$ cat config.mk
export PLATFORM = sky130hd
export DESIGN_NAME = grid_strict_local_minimum_detector_top
export DESIGN_NICKNAME = d
export VERILOG_FILES = /design/src/sv/gslmd_pkg.sv /design/src/sv/grid_strict_local_minimum_detector_top.sv
export SDC_FILE = /design/constraint.sdc
export NUM_CORES = 2
export LEC_CHECK = 0
export BUFFER_PORTS_ARGS = -buffer_cell sky130_fd_sc_hd__buf_2
export CAP_MARGIN = 25
export CORE_ASPECT_RATIO = 0.6
export CORE_MARGIN = 1
export CORE_UTILIZATION = 50
export CTS_CLUSTER_SIZE = 24
export DETAILED_ROUTE_END_ITERATION = 16
export HOLD_SLACK_MARGIN = 0.06
export PLACE_DENSITY = 0.64
export SLEW_MARGIN = 20
export SYNTH_ARGS = -nofsm -noshare
export SYNTH_HDL_FRONTEND = slang
export SYNTH_SLANG_ARGS = --single-unit
$ cat constraint.sdc
create_clock -name clk -period 17.55 [get_ports clk]
set_input_delay 2.6325 -clock clk [delete_from_list [all_inputs] [get_ports clk]]
set_output_delay 2.6325 -clock clk [all_outputs]
set_load 0.02 [all_outputs]
$ cat src/sv/gslmd_pkg.sv
// Package for the grid strict local minimum detector.
// Holds request/result payload types, command codes and sizing constants.
// No dependencies.
`timescale 1ns / 1ps

package gslmd_pkg;

  // Largest supported grid edge, and the index width of the column store.
  localparam int MAX_SIZE = 64;
  localparam int IDX_W    = $clog2(MAX_SIZE);

  // Field widths fixed by the interface.
  localparam int CNT_W    = 7;
  localparam int SAMPLE_W = 16;

  localparam logic [CNT_W-1:0] SIZE_MIN   = CNT_W'(2);
  localparam logic [CNT_W-1:0] SIZE_MAX   = CNT_W'(MAX_SIZE);
  localparam logic [CNT_W-1:0] SIZE_RESET = CNT_W'(8);

  typedef enum logic {
    CMD_ELEM  = 1'b0,
    CMD_FLUSH = 1'b1
  } gslmd_cmd_t;

  typedef struct packed {
    gslmd_cmd_t                  cmd;
    logic signed [SAMPLE_W-1:0]  sample;
  } gslmd_item_t;

  typedef struct packed {
    logic signed [SAMPLE_W-1:0]  min_value;
    logic [CNT_W-1:0]            min_row;
    logic [CNT_W-1:0]            min_col;
  } gslmd_result_t;

endpackage

$ cat src/sv/grid_strict_local_minimum_detector_top.sv
// Top level of the grid strict local minimum detector (4-neighborhood).
// Column store, position counters, compare logic and result skid buffer.
// Depends on gslmd_pkg.
`timescale 1ns / 1ps

// Usage
//   Request channel (item_valid / item_stall / item): grid elements in raster
//   order with cmd = CMD_ELEM, then grid_size flush requests (cmd = CMD_FLUSH)
//   to decide the last row. Early flushes and surplus elements are dropped.
//   Result channel (result_valid / result_stall / result): every element that
//   is strictly below all of its existing up/down/left/right neighbors, in
//   raster order, with 1-based row and column.
//   cfg_we / cfg_data write grid_size (clamped to 2..MAX_SIZE) and restart
//   the grid; write only while the block is idle.
// Timing
//   Element (r, c) is decided by the request at (r+1, c), or by flush c for
//   the last row; a hit is in the result register right after the edge that
//   accepts that request, if that register is free. One request per cycle
//   while not stalled: the column store is read through two registered ports addressed by the next position.
// Reset and stall
//   rst (synchronous) restores grid_size = 8 and the start of a grid, empties
//   the result path and holds item_stall high. Column store is not cleared.
//   While a result waits in the result register, requests are still taken;
//   the next hit goes to a skid register and item_stall stays high until
//   the skid register empties.

module grid_strict_local_minimum_detector_top (
  input  logic                                      clk,
  input  logic                                      rst,
  input  logic                                      cfg_we,
  input  logic [gslmd_pkg::CNT_W-1:0]               cfg_data,
  input  logic                                      item_valid,
  output logic                                      item_stall,
  input  gslmd_pkg::gslmd_item_t                    item,
  output logic                                      result_valid,
  input  logic                                      result_stall,
  output gslmd_pkg::gslmd_result_t                  result
);

  localparam int CW = gslmd_pkg::CNT_W;
  localparam int IW = gslmd_pkg::IDX_W;
  localparam int SW = gslmd_pkg::SAMPLE_W;

  // One store word per column: newest row on top, the row before below.
  typedef struct packed {
    logic signed [SW-1:0] top;
    logic signed [SW-1:0] bot;
  } col_word_t;

  // Configuration and position state.
  logic [CW-1:0] grid_size;
  logic [CW-1:0] n_eff;
  logic [CW-1:0] row_count, row_count_next;
  logic [CW-1:0] col_count, col_count_next;
  logic [CW-1:0] flush_count, flush_count_next;
  logic          grid_done;

  // Request qualification.
  logic acc, elem_acc, flush_acc;

  // Column store and its read path.
  col_word_t     col_mem [gslmd_pkg::MAX_SIZE];
  col_word_t     ctr_q, rgt_q, byp_word;
  logic          ctr_byp, rgt_byp;
  col_word_t     ctr_word, rgt_word, wr_word;
  logic [CW-1:0] rd_col;
  logic [IW-1:0] ctr_idx, rgt_idx, wr_idx;

  // Decision.
  logic signed [SW-1:0] left_val;
  logic signed [SW-1:0] v_val;
  logic [CW-1:0]        d_row, d_col;
  logic                 has_up, has_down, decide, hit, res_hit;
  gslmd_pkg::gslmd_result_t res;

  // Output register plus skid.
  gslmd_pkg::gslmd_result_t skid;
  logic skid_valid, skid_valid_next, result_valid_next;
  logic out_take, out_free, load_out_res, load_skid, load_out_skid;

  // ---------------------------------------------------------------------
  // Size clamp and request qualification
  // ---------------------------------------------------------------------
  always_comb begin
    if (grid_size < gslmd_pkg::SIZE_MIN) begin
      n_eff = gslmd_pkg::SIZE_MIN;
    end else if (grid_size > gslmd_pkg::SIZE_MAX) begin
      n_eff = gslmd_pkg::SIZE_MAX;
    end else begin
      n_eff = grid_size;
    end
  end

  assign grid_done  = (row_count > n_eff);
  assign item_stall = skid_valid || rst;
  assign acc        = item_valid && !item_stall && !rst;
  assign elem_acc   = acc && (item.cmd == gslmd_pkg::CMD_ELEM) && !grid_done;
  assign flush_acc  = acc && (item.cmd == gslmd_pkg::CMD_FLUSH) && grid_done;

  // ---------------------------------------------------------------------
  // Position counters. Reset and config writes both restart the grid.
  // ---------------------------------------------------------------------
  always_comb begin
    row_count_next   = row_count;
    col_count_next   = col_count;
    flush_count_next = flush_count;
    if (rst || cfg_we) begin
      row_count_next   = CW'(1);
      col_count_next   = CW'(1);
      flush_count_next = '0;
    end else if (elem_acc) begin
      if (col_count >= n_eff) begin
        col_count_next = CW'(1);
        row_count_next = row_count + CW'(1);
      end else begin
        col_count_next = col_count + CW'(1);
      end
    end else if (flush_acc) begin
      if ((flush_count + CW'(1)) >= n_eff) begin
        row_count_next   = CW'(1);
        col_count_next   = CW'(1);
        flush_count_next = '0;
      end else begin
        flush_count_next = flush_count + CW'(1);
      end
    end
  end

  always_ff @(posedge clk) begin
    if (rst) begin
      grid_size   <= gslmd_pkg::SIZE_RESET;
      row_count   <= CW'(1);
      col_count   <= CW'(1);
      flush_count <= '0;
    end else begin
      if (cfg_we) begin
        grid_size <= cfg_data;
      end
      row_count   <= row_count_next;
      col_count   <= col_count_next;
      flush_count <= flush_count_next;
    end
  end

  // ---------------------------------------------------------------------
  // Column store. Reads prefetch the column of the next request and the
  // one to its right; a same-edge write to either address is bypassed.
  // ---------------------------------------------------------------------
  assign rd_col  = (row_count_next > n_eff) ? (flush_count_next + CW'(1)) : col_count_next;
  assign ctr_idx = IW'(rd_col - CW'(1));
  assign rgt_idx = IW'(rd_col);
  assign wr_idx  = IW'(col_count - CW'(1));
  assign wr_word = '{top: item.sample, bot: ctr_word.top};

  always_ff @(posedge clk) begin
    if (elem_acc) begin
      col_mem[wr_idx] <= wr_word;
    end
    ctr_q    <= col_mem[ctr_idx];
    rgt_q    <= col_mem[rgt_idx];
    byp_word <= wr_word;
  end

  always_ff @(posedge clk) begin
    if (rst) begin
      ctr_byp <= 1'b0;
      rgt_byp <= 1'b0;
    end else begin
      ctr_byp <= elem_acc && (wr_idx == ctr_idx);
      rgt_byp <= elem_acc && (wr_idx == rgt_idx);
    end
  end

  assign ctr_word = ctr_byp ? byp_word : ctr_q;
  assign rgt_word = rgt_byp ? byp_word : rgt_q;

  // ---------------------------------------------------------------------
  // Decision: element above the incoming one, or last-row element on flush.
  // ---------------------------------------------------------------------
  always_comb begin
    if (flush_acc) begin
      d_row    = n_eff;
      d_col    = flush_count + CW'(1);
      has_up   = 1'b1;
      has_down = 1'b0;
    end else begin
      d_row    = row_count - CW'(1);
      d_col    = col_count;
      has_up   = (row_count > CW'(2));
      has_down = 1'b1;
    end
  end

  assign v_val  = ctr_word.top;
  assign decide = flush_acc || (elem_acc && (row_count >= CW'(2)));

  assign hit = (!has_up || ($signed(v_val) < $signed(ctr_word.bot))) &&
               ((d_col <= CW'(1)) || ($signed(v_val) < $signed(left_val))) &&
               ((d_col >= n_eff) || ($signed(v_val) < $signed(rgt_word.top))) &&
               (!has_down || ($signed(v_val) < $signed(item.sample)));

  assign res_hit = decide && hit;
  assign res     = '{min_value: v_val, min_row: d_row, min_col: d_col};

  // Center of this decision is the left neighbor of the next one in the row.
  always_ff @(posedge clk) begin
    if (elem_acc || flush_acc) begin
      left_val <= v_val;
    end
  end

  // ---------------------------------------------------------------------
  // Result register and skid
  // ---------------------------------------------------------------------
  assign out_take      = result_valid && !result_stall;
  assign out_free      = !result_valid || out_take;
  assign load_out_res  = res_hit && out_free;
  assign load_skid     = res_hit && !out_free;
  assign load_out_skid = out_take && skid_valid;

  assign result_valid_next = load_out_res || load_out_skid || (result_valid && !out_take);
  assign skid_valid_next   = load_skid || (skid_valid && !load_out_skid);

  always_ff @(posedge clk) begin
    if (rst) begin
      result_valid <= 1'b0;
      skid_valid   <= 1'b0;
    end else begin
      result_valid <= result_valid_next;
      skid_valid   <= skid_valid_next;
    end
  end

  always_ff @(posedge clk) begin
    if (load_out_res) begin
      result <= res;
    end else if (load_out_skid) begin
      result <= skid;
    end
    if (load_skid) begin
      skid <= res;
    end
  end

  // ---------------------------------------------------------------------
  // Assertions
  // ---------------------------------------------------------------------
  a_skid_behind_out: assert property (@(posedge clk) disable iff (rst)
    skid_valid |-> result_valid)
    else $error("skid holds a result while the result register is empty");

  a_cfg_restart: assert property (@(posedge clk) disable iff (rst)
    cfg_we |=> (row_count == CW'(1) && col_count == CW'(1) && flush_count == '0))
    else $error("config write did not restart the grid");

  a_result_from_req: assert property (@(posedge clk) disable iff (rst)
    $rose(result_valid) |-> $past(acc))
    else $error("result appeared without an accepted request");

  a_flush_after_grid: assert property (@(posedge clk) disable iff (rst)
    (flush_count != '0) |-> grid_done)
    else $error("flush count advanced before the grid was complete");

  a_col_in_range: assert property (@(posedge clk) disable iff (rst)
    (col_count >= CW'(1)) && (col_count <= n_eff))
    else $error("column counter out of range");

endmodule

==> impl_metrics.toml <==
[run_status]
status = "complete, no violations"

[floorplan]
dieArea_um2 = 198000
io_pins = 61
core_um2 = 194000
initial_core_util_pct = 50.5
die_y_um = 345
die_x_um = 573
std_cell_rows = 125

[setup_path]
crit_path_start_kind = "input port"
critPathCapture = "rgt_q[21]$_DFF_P_"
rr_endpoint = "rgt_q[21]$_DFF_P_"
reg2reg_depth = 30
crit_path_max_incr_delay_ps = 670
cp_slowest_cell = "buf_12"
crit_arrival_ps = 11850
ff2ff_setup_slack_ps = 7140
worst-setup-path-type = "input port to flop"
r2r_start = "grid_size[6]$_SDFFE_PP0P_"
crit_start = "rst"
cp_max_fo = 101
crit_required_ps = 18230
end_kind = "flop"

[logic_synthesis]
post-synth-top-area-fraction_pct = 65.2
synth_compound_area_share_pct = 3.06
synthesis.nets = 6238
ys_top_cells_by_area = "edfxtp_1 (65%), mux4_2 (14%), nand2_1 (4.1%)"
synth_xor_xnor_area_share_pct = 0.340
synth.area.mux_share_pct = 16.4
netlist_instances = 6106
synth_cell_types = 79
synth-seq-cells = 2236
synth_top_family_by_area = "multiplexers"
async_flop_share_pct = 0
yosysTopAreaCell = "edfxtp_1"
ys_seq_area_share_pct = 67.5
syn_area_um2 = 97900
synth_edf_count = 2124
synth-simple-area-share_pct = 9.22
synth.avg_cell_area_um2 = 16.0
yosys_warnings = 0
synthFlopType = "edfxtp_1"
synth_adder_area_share_pct = 1.32

[route]
wl_per_cell_um = 36.1
dr.pass1.iters = 8
num_vias = 61412
drc = 0
routed_wl_mm = 323
avgViaCountPerCell = 6.86
drtIter0Drc = 10754
drtAntennaViolNets = 0

[placement]
placed_area_um2 = 102000
dpl.hpwl_mm = 183
routabilityCongestion = 0.930
io_buffers = 60

[clock_tree]
hold_buffers = 0
clock_path_buffers = 4
clkLatencyLatePin_ps = 880
clkSlewWorstSetupHoldPaths_ps = 60
cts_setup_buffers = 0
clock-root-buffer = "clkbuf_16"
cts_tree = "yes"
cts_resized = 0
cts_made_buffers = 201
ctsHtreeMaxLevel = 4
clkSinkCount = 2236

[layout]
final_layout_size_suffix_gt1_share_pct = 21.0
multi_input_area_um2 = 30400
final-seq-area_um2 = 66000
final_nets = 6297
layout_commonest_cell = "edfxtp_1"
fill_cells = 14865
most-common-layout-cells = "edfxtp_1 (2124), nand2_1 (1060), mux4_2 (626), nand3_1 (402), nand4_1 (222)"
utilization_pct = 56.0
syn2layout_area_growth_pct = 10.9
stdcell_area_um2 = 109000

[global_routing]
grtUsageTotal_pct = 32.3
grt_start_max_net_pins = 129
grt_pass1_vias = 57286
grt_overflow = 0
grt_antenna_before_repair = 26
grt_pass1_wl_mm = 445

[hold_path]
hold_class = "flop to flop"

[timing]
finalClockSkew_ps = 48.9
clock.fmax_ghz = 0.0895
rsz0062_at_grt = "false"
whs_ps = 491
period_share_pct = 63.6
finalSetupViolCount = 0
hold_viol = 0
fin_tns_setup_ps = 0
worstMarginPinSlew_ps = 1180
maxSlewHeadroom_pct = 21.3
drv_slew = 0
layout_min_cycle_time_ps = 11170

[pwr]
irDropWorstVdd_mv = 0.0991
cellLeakagePower_nw = 35.0
total_power_mw = 11.4
powerDensity_nw_per_um2 = 105

[run]
drv_cap = 0
## worst max-delay path, delay by kind of cell
kind / cells / cell delay, ps
multiplexers: 2 / 800
adder cells (fa/ha/maj): 1 / 250
buffers and inverters: 8 / 3710
AND/OR/NAND/NOR: 7 / 2040
AO/OA/AOI/OAI: 10 / 1880
## logic make-up (layout without fill, tap and decap cells)
group,count (synthesis),after routing
XOR/XNOR,35,35
multiplexers,811,811
AO/OA/AOI/OAI,439,439
AND/OR/NAND/NOR,2010,2010
other,0,17
adder cells (fa/ha/maj),103,103
buffers and inverters,472,692
flip-flops,2236,2236
## synthesized netlist by cell type (44+ instances only)
| library cell | n |
|---|---|
| a211oi_1 | 52 |
| a21oi_1 | 109 |
| buf_2 | 87 |
| buf_4 | 68 |
| clkbuf_1 | 223 |
| dfxtp_1 | 112 |
| edfxtp_1 | 2124 |
| ha_1 | 103 |
| inv_1 | 53 |
| mux2i_1 | 139 |
| mux4_2 | 626 |
| nand2_1 | 1060 |
| nand3_1 | 402 |
| nand4_1 | 222 |
| nor2_1 | 155 |
| nor3_1 | 54 |
| o21ai_0 | 44 |
## registers in the layout, indices dropped and copies added (netlist names)
signal	cells
left_val	16
grid_size	7
rgt_q	16
result_valid	1
rgt_byp	1
skid	30
result	30
col_count	7
byp_word	32
col_mem	2048
flush_count	7
ctr_byp	1
row_count	7
ctr_q	32
skid_valid	1
## worst min-delay path by stage
stage / endpoint / cells past startpoint / slack [ps] / start
detailed placement: flush_count[6]$_SDFFE_PP0P_ / 2 / 480 / flush_count[6]$_SDFFE_PP0P_
floorplan: flush_count[6]$_SDFFE_PP0P_ / 2 / 440 / flush_count[6]$_SDFFE_PP0P_
finish: grid_size[0]$_SDFFE_PP0P_ / 2 / 490 / grid_size[0]$_SDFFE_PP0P_
CTS: flush_count[6]$_SDFFE_PP0P_ / 2 / 490 / flush_count[6]$_SDFFE_PP0P_
global placement: flush_count[6]$_SDFFE_PP0P_ / 2 / 450 / flush_count[6]$_SDFFE_PP0P_
global route: flush_count[6]$_SDFFE_PP0P_ / 2 / 510 / flush_count[6]$_SDFFE_PP0P_
## metal layers
metal / vias up / wire length (um) / global-route usage [%]
li1: 24361 / - / -
met1: 31637 / 126000 / 47.7
met2: 4850 / 124000 / 40.9
met3: 544 / 64600 / 17.7
met4: 20 / 7450 / 7.40
met5: - / 773 / 3.52
## per-stage QoR
step                instances  worst slack, ps
floorplan                6106             9170
global placement         8547             4500
detailed placement       8555             5670
CTS                      8919             6540
global route             8939             5800
finish                   8946             6380
## power by group
part | switching (mW) | internal, mW | total, mW
registers | 0.0233 | 6.02 | 6.04
clock network | 1.98 | 2.43 | 4.41
logic | 0.699 | 0.296 | 0.996
total | 2.70 | 8.74 | 11.4
## area by class of cell
type | count | area share (%)
inverters | 55 | 0.204
flip-flops and latches | 2236 | 60.8
clock inverters | 99 | 0.816
repair buffers | 273 | 2.00
clock buffers | 265 | 5.05
well taps | 2603 | 3.00
multi-input cells | 3398 | 28.1
diodes | 17 | 0.0392
(Power assumes the default switching activity.)
